$ cat config.mk
export PLATFORM = sky130hd
export DESIGN_NAME = bitonic_sort_engine
export DESIGN_NICKNAME = d
export VERILOG_FILES = /design/src/rtl/bse_pkg.sv /design/src/rtl/bse_ram.sv /design/src/rtl/bse_datapath.sv /design/src/rtl/bse_ctrl.sv /design/src/rtl/bitonic_sort_engine.sv
export SDC_FILE = /design/constraint.sdc
export NUM_CORES = 2
export LEC_CHECK = 0
export BUFFER_PORTS_ARGS = -buffer_cell sky130_fd_sc_hd__buf_2
export CAP_MARGIN = 40
export CORE_ASPECT_RATIO = 0.6
export CORE_MARGIN = 5
export CORE_UTILIZATION = 63
export DETAILED_ROUTE_END_ITERATION = 12
export PLACE_DENSITY_LB_ADDON = 0.2
export SLEW_MARGIN = 10
export SYNTH_ARGS = -nofsm -noshare
export SYNTH_HDL_FRONTEND = slang
export SYNTH_HIERARCHICAL = 1
export SYNTH_SLANG_ARGS = --single-unit
export TNS_END_PERCENT = 30
$ cat constraint.sdc
create_clock -name i_clk -period 6.2 [get_ports i_clk]
set_input_delay 0.31 -clock i_clk [delete_from_list [all_inputs] [get_ports i_clk]]
set_output_delay 0.31 -clock i_clk [all_outputs]
set_load 0.02 [all_outputs]
$ cat src/rtl/bse_pkg.sv
// ----------------------------------------------------------------------------
// bse_pkg
// Shared types, constants and helpers for the bitonic sort engine.
// ----------------------------------------------------------------------------
package bse_pkg;

    localparam int MAX_ELEMENTS = 64;
    // Network size: store depth rounded up to a power of two.
    localparam int IDX_W    = $clog2(MAX_ELEMENTS);
    localparam int NET_SIZE = 1 << IDX_W;
    localparam int PAIR_W   = IDX_W - 1;
    localparam int BANK_AW  = IDX_W - 1;
    localparam int CNT_W    = IDX_W + 1;
    localparam int LOG_W    = $clog2(IDX_W + 1);
    localparam int DATA_W   = 32;
    localparam int CMP_W    = 10;

    localparam logic signed [DATA_W-1:0] PAD_VALUE = 32'sh7FFF_FFFF;

    typedef struct packed {
        logic signed [DATA_W-1:0] value;
        logic                     last;
    } t_in;

    typedef struct packed {
        logic signed [DATA_W-1:0] sorted_value;
        logic                     last_res;
        logic [CMP_W-1:0]         comparisons;
    } t_out;

    // Controller to datapath commands
    typedef struct packed {
        logic             wr_en;
        logic             wr_pad;
        logic [IDX_W-1:0] wr_idx;
        logic             rd_cmp;
        logic [IDX_W-1:0] rd_a_idx;
        logic [IDX_W-1:0] rd_b_idx;
        logic             asc;
        logic             out_load;
        logic             out_last;
        logic [CMP_W-1:0] cmp_count;
    } t_dp_cmd;

    typedef struct packed {
        logic out_free;
    } t_dp_status;

    // Smallest s with 2**s >= n
    function automatic logic [LOG_W-1:0] f_ceil_log2(input logic [CNT_W-1:0] n);
        logic [LOG_W-1:0] r;
        r = LOG_W'(IDX_W);
        for (int s = IDX_W; s >= 0; s--) begin
            if ((32'd1 << s) >= 32'(n)) begin
                r = LOG_W'(s);
            end
        end
        return r;
    endfunction

endpackage

$ cat src/rtl/bse_ram.sv
// ----------------------------------------------------------------------------
// bse_ram
// Generic single-write, single-read RAM with registered read data.
// ----------------------------------------------------------------------------
module bse_ram #(
    parameter int WIDTH = 32,
    parameter int DEPTH = 32
) (
    input  logic                     i_clk,
    input  logic                     i_we,
    input  logic [$clog2(DEPTH)-1:0] i_waddr,
    input  logic [WIDTH-1:0]         i_wdata,
    input  logic [$clog2(DEPTH)-1:0] i_raddr,
    output logic [WIDTH-1:0]         o_rdata
);

    logic [WIDTH-1:0] r_mem [DEPTH];
    logic [WIDTH-1:0] r_rdata;

    always_ff @(posedge i_clk) begin
        if (i_we) begin
            r_mem[i_waddr] <= i_wdata;
        end
        r_rdata <= r_mem[i_raddr];
    end

    assign o_rdata = r_rdata;

endmodule

$ cat src/rtl/bse_datapath.sv
// ----------------------------------------------------------------------------
// bse_datapath
// Two parity banks holding the set, the compare-exchange unit and the
// result register.
// ----------------------------------------------------------------------------
module bse_datapath (
    input  logic                              i_clk,
    input  logic                              i_rst_n,
    input  bse_pkg::t_dp_cmd                  i_cmd,
    input  logic signed [bse_pkg::DATA_W-1:0] i_value,
    input  logic                              i_out_ready,
    output bse_pkg::t_dp_status               o_status,
    output logic                              o_out_valid,
    output bse_pkg::t_out                     o_out_data
);

    // Element x lives in bank ^x at row x[IDX_W-1:1]; a compare pair
    // differs in one bit, so its two elements always sit in different banks.
    logic                            w_a_bank;
    logic [bse_pkg::BANK_AW-1:0]     w_raddr0, w_raddr1;
    logic                            w_we0, w_we1;
    logic [bse_pkg::BANK_AW-1:0]     w_waddr0, w_waddr1;
    logic [bse_pkg::DATA_W-1:0]      w_wdata0, w_wdata1, w_wr_val;
    logic [bse_pkg::DATA_W-1:0]      w_q0, w_q1;
    logic signed [bse_pkg::DATA_W-1:0] w_x, w_y, w_new_a, w_new_b;
    logic                            w_swap;

    logic                            r_wb;
    logic                            r_a_bank;
    logic                            r_asc;
    logic [bse_pkg::BANK_AW-1:0]     r_a_row, r_b_row;
    logic                            r_out_valid;
    bse_pkg::t_out                   r_out;

    assign w_a_bank = ^i_cmd.rd_a_idx;
    assign w_raddr0 = w_a_bank ? i_cmd.rd_b_idx[bse_pkg::IDX_W-1:1]
                               : i_cmd.rd_a_idx[bse_pkg::IDX_W-1:1];
    assign w_raddr1 = w_a_bank ? i_cmd.rd_a_idx[bse_pkg::IDX_W-1:1]
                               : i_cmd.rd_b_idx[bse_pkg::IDX_W-1:1];

    // Read data of the pair issued last cycle
    assign w_x    = r_a_bank ? w_q1 : w_q0;
    assign w_y    = r_a_bank ? w_q0 : w_q1;
    assign w_swap = r_asc ? (w_x > w_y) : (w_x < w_y);
    assign w_new_a = w_swap ? w_y : w_x;
    assign w_new_b = w_swap ? w_x : w_y;

    assign w_wr_val = i_cmd.wr_pad ? bse_pkg::PAD_VALUE : i_value;

    always_comb begin
        if (r_wb) begin
            w_we0    = 1'b1;
            w_we1    = 1'b1;
            w_waddr0 = r_a_bank ? r_b_row : r_a_row;
            w_waddr1 = r_a_bank ? r_a_row : r_b_row;
            w_wdata0 = r_a_bank ? w_new_b : w_new_a;
            w_wdata1 = r_a_bank ? w_new_a : w_new_b;
        end else begin
            w_we0    = i_cmd.wr_en & ~(^i_cmd.wr_idx);
            w_we1    = i_cmd.wr_en & (^i_cmd.wr_idx);
            w_waddr0 = i_cmd.wr_idx[bse_pkg::IDX_W-1:1];
            w_waddr1 = i_cmd.wr_idx[bse_pkg::IDX_W-1:1];
            w_wdata0 = w_wr_val;
            w_wdata1 = w_wr_val;
        end
    end

    bse_ram #(
        .WIDTH (bse_pkg::DATA_W),
        .DEPTH (bse_pkg::NET_SIZE / 2)
    ) u_bank0 (
        .i_clk   (i_clk),
        .i_we    (w_we0),
        .i_waddr (w_waddr0),
        .i_wdata (w_wdata0),
        .i_raddr (w_raddr0),
        .o_rdata (w_q0)
    );

    bse_ram #(
        .WIDTH (bse_pkg::DATA_W),
        .DEPTH (bse_pkg::NET_SIZE / 2)
    ) u_bank1 (
        .i_clk   (i_clk),
        .i_we    (w_we1),
        .i_waddr (w_waddr1),
        .i_wdata (w_wdata1),
        .i_raddr (w_raddr1),
        .o_rdata (w_q1)
    );

    always_ff @(posedge i_clk) begin
        r_a_bank <= w_a_bank;
        r_asc    <= i_cmd.asc;
        r_a_row  <= i_cmd.rd_a_idx[bse_pkg::IDX_W-1:1];
        r_b_row  <= i_cmd.rd_b_idx[bse_pkg::IDX_W-1:1];
        if (i_cmd.out_load) begin
            r_out.sorted_value <= w_x;
            r_out.last_res     <= i_cmd.out_last;
            r_out.comparisons  <= i_cmd.cmp_count;
        end
    end

    always_ff @(posedge i_clk) begin
        if (!i_rst_n) begin
            r_wb        <= 1'b0;
            r_out_valid <= 1'b0;
        end else begin
            r_wb <= i_cmd.rd_cmp;
            if (i_cmd.out_load) begin
                r_out_valid <= 1'b1;
            end else if (i_out_ready) begin
                r_out_valid <= 1'b0;
            end
        end
    end

    assign o_status.out_free = ~r_out_valid | i_out_ready;
    assign o_out_valid       = r_out_valid;
    assign o_out_data        = r_out;

endmodule

$ cat src/rtl/bse_ctrl.sv
// ----------------------------------------------------------------------------
// bse_ctrl
// Sequencer: loads the set, pads it, walks the bitonic network one
// compare-exchange per cycle within each stage and drives the result readout.
// ----------------------------------------------------------------------------
module bse_ctrl (
    input  logic                i_clk,
    input  logic                i_rst_n,
    input  logic                i_in_valid,
    input  logic                i_in_last,
    input  bse_pkg::t_dp_status i_status,
    output logic                o_in_ready,
    output bse_pkg::t_dp_cmd    o_cmd
);

    typedef enum logic [5:0] {
        S_LOAD    = 6'b000001,
        S_PAD     = 6'b000010,
        S_SORT    = 6'b000100,
        S_DRAIN   = 6'b001000,
        S_EMIT_RD = 6'b010000,
        S_EMIT_LD = 6'b100000
    } t_state;

    t_state                        r_state, n_state;
    logic [bse_pkg::CNT_W-1:0]     r_count, n_count;
    logic [bse_pkg::CNT_W-1:0]     r_n, n_n;
    logic [bse_pkg::CNT_W-1:0]     r_pos, n_pos;
    logic [bse_pkg::LOG_W-1:0]     r_plog, n_plog;
    logic [bse_pkg::LOG_W-1:0]     r_kk, n_kk;
    logic [bse_pkg::LOG_W-1:0]     r_jj, n_jj;
    logic [bse_pkg::PAIR_W-1:0]    r_m, n_m;
    logic [bse_pkg::CMP_W-1:0]     r_cmp, n_cmp;

    logic [bse_pkg::CNT_W-1:0]     w_p, w_half, w_n_new;
    logic [bse_pkg::IDX_W-1:0]     w_m_ext, w_bit, w_i, w_l;
    logic                          w_asc, w_room;

    assign w_p    = bse_pkg::CNT_W'(1) << r_plog;
    assign w_half = w_p >> 1;

    // Pair m of the stage with distance 2**jj: insert a zero at bit jj.
    assign w_m_ext = bse_pkg::IDX_W'(r_m);
    assign w_bit   = bse_pkg::IDX_W'(1) << r_jj;
    assign w_i     = ((w_m_ext >> r_jj) << (r_jj + bse_pkg::LOG_W'(1)))
                   | (w_m_ext & (w_bit - bse_pkg::IDX_W'(1)));
    assign w_l     = w_i | w_bit;
    assign w_asc   = ((w_i >> r_kk) & bse_pkg::IDX_W'(1)) == '0;

    assign w_room  = r_count < bse_pkg::CNT_W'(bse_pkg::MAX_ELEMENTS);
    assign w_n_new = w_room ? r_count + bse_pkg::CNT_W'(1) : r_count;

    assign o_in_ready = (r_state == S_LOAD);

    always_comb begin
        n_state = r_state;
        n_count = r_count;
        n_n     = r_n;
        n_pos   = r_pos;
        n_plog  = r_plog;
        n_kk    = r_kk;
        n_jj    = r_jj;
        n_m     = r_m;
        n_cmp   = r_cmp;
        o_cmd   = '0;
        o_cmd.cmp_count = r_cmp;

        unique case (r_state)
            S_LOAD: begin
                if (i_in_valid) begin
                    if (w_room) begin
                        o_cmd.wr_en  = 1'b1;
                        o_cmd.wr_idx = r_count[bse_pkg::IDX_W-1:0];
                        n_count      = w_n_new;
                    end
                    if (i_in_last) begin
                        n_n     = w_n_new;
                        n_plog  = bse_pkg::f_ceil_log2(w_n_new);
                        n_pos   = w_n_new;
                        n_cmp   = '0;
                        n_count = '0;
                        n_state = S_PAD;
                    end
                end
            end
            S_PAD: begin
                if (r_pos < w_p) begin
                    o_cmd.wr_en  = 1'b1;
                    o_cmd.wr_pad = 1'b1;
                    o_cmd.wr_idx = r_pos[bse_pkg::IDX_W-1:0];
                    n_pos        = r_pos + bse_pkg::CNT_W'(1);
                end else if (r_plog == '0) begin
                    n_pos   = '0;
                    n_state = S_EMIT_RD;
                end else begin
                    n_kk    = bse_pkg::LOG_W'(1);
                    n_jj    = '0;
                    n_m     = '0;
                    n_state = S_SORT;
                end
            end
            S_SORT: begin
                o_cmd.rd_cmp   = 1'b1;
                o_cmd.rd_a_idx = w_i;
                o_cmd.rd_b_idx = w_l;
                o_cmd.asc      = w_asc;
                n_cmp          = r_cmp + bse_pkg::CMP_W'(1);
                if (bse_pkg::CNT_W'(r_m) == w_half - bse_pkg::CNT_W'(1)) begin
                    n_m     = '0;
                    n_state = S_DRAIN;
                end else begin
                    n_m = r_m + bse_pkg::PAIR_W'(1);
                end
            end
            S_DRAIN: begin
                // last write-back of the stage lands this cycle
                if (r_jj != '0) begin
                    n_jj    = r_jj - bse_pkg::LOG_W'(1);
                    n_state = S_SORT;
                end else if (r_kk == r_plog) begin
                    n_pos   = '0;
                    n_state = S_EMIT_RD;
                end else begin
                    n_kk    = r_kk + bse_pkg::LOG_W'(1);
                    n_jj    = r_kk;
                    n_state = S_SORT;
                end
            end
            S_EMIT_RD: begin
                o_cmd.rd_a_idx = r_pos[bse_pkg::IDX_W-1:0];
                o_cmd.rd_b_idx = r_pos[bse_pkg::IDX_W-1:0];
                if (i_status.out_free) begin
                    n_state = S_EMIT_LD;
                end
            end
            S_EMIT_LD: begin
                o_cmd.out_load = 1'b1;
                o_cmd.out_last = (r_pos + bse_pkg::CNT_W'(1) == r_n);
                n_pos          = r_pos + bse_pkg::CNT_W'(1);
                n_state        = o_cmd.out_last ? S_LOAD : S_EMIT_RD;
            end
            default: begin
                n_state = S_LOAD;
            end
        endcase
    end

    always_ff @(posedge i_clk) begin
        if (!i_rst_n) begin
            r_state <= S_LOAD;
            r_count <= '0;
            r_n     <= '0;
            r_pos   <= '0;
            r_plog  <= '0;
            r_kk    <= '0;
            r_jj    <= '0;
            r_m     <= '0;
            r_cmp   <= '0;
        end else begin
            r_state <= n_state;
            r_count <= n_count;
            r_n     <= n_n;
            r_pos   <= n_pos;
            r_plog  <= n_plog;
            r_kk    <= n_kk;
            r_jj    <= n_jj;
            r_m     <= n_m;
            r_cmp   <= n_cmp;
        end
    end

endmodule

$ cat src/rtl/bitonic_sort_engine.sv
// Loading writes each accepted input transaction into the store while there is
// room. After the transaction marked last, padding fills the set up to p, where p
// is n rounded up to a power of two; the network then runs log2(p)*(log2(p)+1)/2
// stages on a single compare-exchange unit; results leave one at a time, each
// loaded only when the result register is free. Reset is synchronous, active
// low, clears the control state and needs no clearing pass.
// ----------------------------------------------------------------------------
// bitonic_sort_engine
// Collects a set of signed 32-bit values, sorts it ascending with a bitonic
// network and streams the sorted set out with a comparison count.
// ----------------------------------------------------------------------------
module bitonic_sort_engine (
    input  logic           i_clk,
    input  logic           i_rst_n,
    // input channel
    input  logic           i_in_valid,
    output logic           o_in_ready,
    input  bse_pkg::t_in   i_in_data,
    // result channel
    output logic           o_out_valid,
    input  logic           i_out_ready,
    output bse_pkg::t_out  o_out_data
);

    // Command and status between sequencer and datapath
    bse_pkg::t_dp_cmd    w_cmd;
    bse_pkg::t_dp_status w_status;

    // The sequencer owns every counter: the store fill count, the network
    // position (block size, distance, pair) and the compare count. Each sort
    // cycle it issues one pair read; the datapath exchanges and writes back
    // the pair on the next cycle, and a drain cycle between stages keeps a
    // stage from reading values that are still being written back.
    bse_ctrl u_ctrl (
        .i_clk      (i_clk),
        .i_rst_n    (i_rst_n),
        .i_in_valid (i_in_valid),
        .i_in_last  (i_in_data.last),
        .i_status   (w_status),
        .o_in_ready (o_in_ready),
        .o_cmd      (w_cmd)
    );

    // The datapath keeps the set in two banks split by index parity so both
    // halves of a pair read and write in the same cycle. The result register
    // decouples the result channel: the last result of a set may wait there
    // while the next set already loads.
    bse_datapath u_dp (
        .i_clk       (i_clk),
        .i_rst_n     (i_rst_n),
        .i_cmd       (w_cmd),
        .i_value     (i_in_data.value),
        .i_out_ready (i_out_ready),
        .o_status    (w_status),
        .o_out_valid (o_out_valid),
        .o_out_data  (o_out_data)
    );

    // A result is loaded only into an empty result register.
    a_load_into_empty: assert property (@(posedge i_clk) disable iff (!i_rst_n)
        w_cmd.out_load |-> !o_out_valid)
        else $error("result register overwritten");

    // A compare pair always differs in exactly one index bit (one per bank).
    a_pair_banks: assert property (@(posedge i_clk) disable iff (!i_rst_n)
        w_cmd.rd_cmp |-> $onehot(w_cmd.rd_a_idx ^ w_cmd.rd_b_idx))
        else $error("compare pair maps to one bank");

    // The transaction that closes a set stops loading until its last result is loaded.
    a_last_starts_sort: assert property (@(posedge i_clk) disable iff (!i_rst_n)
        i_in_valid && o_in_ready && i_in_data.last |=> !o_in_ready)
        else $error("input still accepted after last");

    // No load or pad write competes with a compare read.
    a_no_write_in_sort: assert property (@(posedge i_clk) disable iff (!i_rst_n)
        w_cmd.rd_cmp |-> !w_cmd.wr_en && !$past(w_cmd.wr_en && !w_cmd.wr_pad))
        else $error("store write during network walk");

endmodule

# After elaboration in Yosys (flattened, before gate mapping)
# Memory sizes are Yosys's and may differ from the RTL's. A register that Yosys moved wholly into a read port is not among the register bits.
# Index checks and enable logic that the tools add are counted.
[word_totals] memories=2 register_bits=108 rom_bits=0 inputBits=37 elab_cells=169 ramBits=2048 output_inout_bits=45 latchBits=0
[mem_list] name="u_dp.u_bank0.r_mem" depth=32 width=32 read_ports=1 rd_ports_with_merged_regs=1 write_ports=1 line_no="bse_ram.sv:17" rtl="logic [WIDTH-1:0] r_mem [DEPTH];"
[mem_list] name="u_dp.u_bank1.r_mem" depth=32 width=32 read_ports=1 rd_ports_with_merged_regs=1 write_ports=1 line_no="bse_ram.sv:17"
[op_classes] n_mux=78 n_shift=5 div=0 n_eq_ne=20 n_reduce_logical=19 bitwise_logic=8 addsub=9 magnitude_cmp=10 n_mul=0
[ops] operator="$mux W32" n=9
[ops] operator="$mux W7" n=9
[ops] operator="$mux W5" n=12
[ops] operator="$mux W6" n=8
[ops] operator="$mux W3" n=12
[ops] operator="$pmux W6 S6" n=1
[ops] operator="$gt A32 B32 Y1" n=1
[ops] operator="$lt A32 B32 Y1" n=1
[ops] operator="$pmux W7 S4" n=1
[ops] operator="$pmux W12 S2" n=1
[ops] operator="$mux W10" n=2
[ops] operator="$pmux W10 S2" n=1
[ops] operator="$add A7 B1 Y7 const B" n=2
[ops] operator="$mux W1" n=13
[ops] operator="$or A6 B6 Y6" n=2
[ops] operator="$pmux W3 S2" n=2
[ops] operator="$pmux W6 S2" n=1
[ops] operator="$reduce_and A3 Y1" n=4
[ops] operator="$reduce_xor A6 Y1" n=2
[ops] operator="$add A10 B1 Y10 const B" n=1
[ops] operator="$ne A2 B2 Y1 const B" n=5
[ops] operator="$pmux W5 S2" n=1
[ops] operator="$reduce_and A5 Y1" n=2
[ops] operator="$reduce_bool A2 Y1" n=5
[ops] operator="43 further kinds" n=51

# Longest topological paths before layout
[logic_depth] word_depth=10 mapped_depth=24 mapped_depth_nobuf=18

# By module
# The synthesis kept the hierarchy.
[by_module_without_submodules] mod="bse_ram (u_dp.u_bank0)" instances=1 area_each_um2=40492.6 cells_per_inst=2260 seq_area_each_um2=31390.1
[by_module_without_submodules] mod="bse_ram (u_dp.u_bank1)" instances=1 area_each_um2=40485.1 cells_per_inst=2260 seq_area_each_um2=31390.1
[by_module_without_submodules] mod="bse_datapath" instances=1 area_each_um2=5470.2 cells_per_inst=539 seq_area_each_um2=1571.5
[by_module_without_submodules] mod="bse_ctrl" instances=1 area_each_um2=4027.6 cells_per_inst=518 seq_area_each_um2=1021.0

# Worst setup path after synthesis
# OpenSTA, ideal clock, no wires.
[synth_timing] path_kind="register to register" start="register u_ctrl/r_plog[0] in the netlist's numbering" end="memory u_dp.u_bank1.r_mem[28][0] (enable)" stages_incl_launch_ff=17 path_slack_ps=789 synth_period_minus_slack_ps=5411 arrival_time_ps=4989 path_cell_list="dfxtp_1 > clkbuf_1 > inv_1 > or3_1 > ha_1 > o21a_1 > or4b_1 > o31a_1 > clkinv_1 > a22o_1 > xnor2_1 > xnor2_1 > xnor2_1 > a21o_1 > or3b_2 > clkbuf_1 > nor2_1"
[synth_lines] item="from (decl)" line_no="bse_ctrl.sv:29" rtl="logic [bse_pkg::LOG_W-1:0] r_plog, n_plog;"
[synth_lines] item="from (signal assigned)" line_no="bse_ctrl.sv:164" rtl="r_plog <= n_plog;"
[synth_lines] item="to (decl)" line_no="bse_ram.sv:17"

==> summary.md <==
| Metric | Value |
|---|---|
| Hold crit path type | in2reg |
| Worst-Margin Slew | 948.0 ps |
| Pin count of the biggest net entering global routing | between 70 and 80 |
| Slew headroom | roughly 37% |
| CP dominant cell by count | xnor2_1 |
| R2r endpoint | u_dp/u_bank1/o_rdata[24] |
| GP Congestion | between 0.9 and 1 |
| R2r setup slk | 390 ps |
| Core box area | ~140000 um2 |
| Worst path required time | just under 7000 ps |
| Area Overhead vs Synth | 12.04% |
| Unrepaired setup endpoints after global routing | no |
| Number of global-route vias before repair | 50715 |
| Hpwl dp | ~140 mm |
| Critical path buffers and inverters | 3 |
| Final Cell Area | between 100000 and 150000 um2 |
| Critical path, cell by cell | inv_1, ha_1, mux2i_1, o22ai_1, a211oi_1, o21ai_0, xnor2_1, xnor2_1, xnor2_1, buf_4, mux2_2, nor2b_4, buf_12, a22o_1, nor3_1, a31oi_1, nand3_1 |
| Delay-heaviest family, CP | compound AO/OA/AOI/OAI gates |
| Highest cell delay on the worst timing path | 650 ps |
| Met1 usage | 49.21% |
| GR Util met3 | approximately 8% |
| DIE AREA | roughly 150000 um2 |
| Final min period | ~5800 ps |
| Power Dens Cells | 285.3 nW/um2 |
| Io pins | between 80 and 90 |
| Root Buffer | clkbuf_16 |
| Fin nets | 5882 |
| DRT iter0 DRCs | approximately 8600 |
| Setup TNS | 0 ps |
| LEAKAGE | 30.60 nW |
| Via Count | 53362 |
| Fin. Hold Viols | 0 |
| Gr busiest metal | met1 |
| Final WL | between 200 and 250 mm |
| Antenna violations before repair | 6 |
| Clock tree buffer depth | 3 |
| Die H | ~300 um |
| Kind of critical path | reg2reg |
| Vias per cell | 6.782 |
| GR Overflow Total | 0 |
| Crit-path max FO | 32 |
| Syn Nets | 5665 |
| Final Power | 0.02892 W |
| VDD IR max | 258.4 uV |
| Detail Route Antenna Nets | 0 |
| DR WL/cell | ~31 um |
| CTS tree | yes |
| Gate Count Post-Synth | 5576 |
| DRC violations left | 0 |
| Period Utilization, post-route | 93.74% |
| Clk_lat worst skew | ~810 ps |
| Global-route usage over all layers | 32.28% |
| Mapped cell area | 90470 um2 |
| Postcts setup bufs | 0 |
| Status | completed |
| Cell depth of the worst setup path | 17 |
| Max cap viols | 0 |
| Worst path slowest cell | a31oi_1 |
| M2 GR Usage | a little under half |
| Worst r2r src | u_ctrl/r_jj[1] |
| Synthesized area per cell | around 16 um2 |
| Worst setup SP type | flop |
| First-pass GRT wire length | between 300 and 400 mm |
| Setup crit start | u_ctrl/r_jj[1] |
| Final Max Slew Viols | 0 |
| Final setup viols | 0 |
| Layout cells sized above 1 | 14.25% |
| CP arrival | about 6500 ps |
| CTS sink count | between 2000 and 2500 |
| H-tree depth | 4 |
| Fmax | approximately 170 MHz |
| Clock Pin Slew Worst Setup and Hold Paths | approximately 70 ps |
| Number of placement rows | 107 |
| CTS Buf Count | 190 |
| Setup crit end | u_dp/u_bank1/o_rdata[24] |
| R2R cell count | 17 |
| Die Span X | 499.2 um |
| Critical Path End Type | flop |
| Initial Util | a little under two thirds |
| Drt pass-1 iters | 6 |
| Dpl cell area | about 95000 um2 |
| Port bufs | 81 |
| Skew final | between 20 and 30 ps |
| Synthesis Warnings | 6 |
| Fill cells | 8901 |
## state kept, by name (all words and copies together) (netlist names), 3 cells and up
| name | cells |
|---|---|
| u_ctrl/r_cmp | 10 |
| u_ctrl/r_m | 5 |
| u_dp/u_bank0/r_mem | 1024 |
| u_dp/u_bank1/r_mem | 1024 |
| u_ctrl/r_kk | 3 |
| u_ctrl/r_state | 6 |
| u_ctrl/r_count | 7 |
| u_ctrl/r_pos | 7 |
| u_dp/r_b_row | 5 |
| u_ctrl/r_n | 7 |
| u_dp/u_bank1/o_rdata | 32 |
| u_dp/o_out_data | 43 |
| u_ctrl/r_plog | 3 |
| u_dp/u_bank0/o_rdata | 32 |
| u_dp/r_a_row | 5 |
| u_ctrl/r_jj | 3 |
## where the power goes
group / switching [W] / leakage (nW) / internal, W
logic: 0.000543 / 7.79 / 0.000219
clock network: 0.00532 / 2.95 / 0.00631
registers: 0.0000690 / 19.9 / 0.0165
## cell usage in the layout, fill, tap and decap left out, types with 8 or more instances in the layout
master,instances
nand4_1,11
edfxtp_1,2091
a31oi_1,69
nand3_1,282
clkbuf_1,56
nand2_1,318
o21bai_1,34
xnor2_1,28
nor2_1,55
clkinv_2,35
buf_12,80
nor3_1,80
buf_6,21
nand2b_1,9
clkinv_1,34
mux2_2,45
clkbuf_16,195
nor2_4,68
a21oi_1,242
nand3b_1,11
o221ai_2,62
mux2i_1,1073
nor2b_1,11
a22oi_1,197
dfxtp_1,127
a211oi_1,8
clkbuf_8,14
ha_1,52
inv_1,18
buf_4,150
xor2_1,16
a21o_1,9
buf_8,27
bufinv_16,8
o21ai_0,33
buf_2,81
a22o_1,140
or3_1,12
## through the flow
step	worst slack (ps)	hold WS (ps)	util, %	instances
2_1_floorplan	789.4	417.2	-	5576
3_3_place_gp	732.7	432.6	66.44	7451
3_5_place_dp	624.6	457.5	66.93	7502
4_1_cts	568.7	4.591	71.19	7864
5_1_grt	103.7	58.05	71.22	7866
6_report	387.9	54.13	71.22	7868
## per-layer routing
layer | up-vias | share of wire [%] | wire (um)
li1 | 22421 | - | -
met1 | 26752 | 40 | 99060
met2 | 3740 | 43 | 106000
met3 | 445 | 14 | 33900
met4 | 4 | 3.4 | 8285
met5 | - | 0.0089 | 22
## final cells by class
cell class	count	area [um2]	area share (%)
clock inverter	93	744.5	0.7345
tap	1907	2386	2.354
inverter	20	75.07	0.07407
clock buffer	265	5283	5.212
multi-input combinational	2997	23640	23.33
timing repair buffer	364	3842	3.791
sequential	2220	65380	64.50
antenna	2	5.005	0.004938
## worst min-delay path, cell delays in order
cell     delay (ps)
buf_2           110
nand2_1         140
nand2_1         100
nand2_1          60
or3_1           100
## timing repair
item | in CTS | in global routing
hold buffers | 4 | 0
gates resized for setup | 0 | 0
endpoints found under the hold margin | 14 | 0
## how the worst min path moves through the flow
stage,startpoint,end,slack [ps],depth (start not counted)
6_report,i_in_valid,u_ctrl/r_state[0],50,5
5_1_grt,i_in_valid,u_ctrl/r_state[0],60,5
4_1_cts,i_in_valid,u_ctrl/r_state[0],5,5
3_5_place_dp,u_ctrl/r_cmp[9],u_dp/o_out_data[9],460,0
3_3_place_gp,u_ctrl/r_cmp[9],u_dp/o_out_data[9],430,0
2_1_floorplan,u_ctrl/r_cmp[9],u_dp/o_out_data[9],420,0
Note: power is estimated with default switching activity, not from simulation.
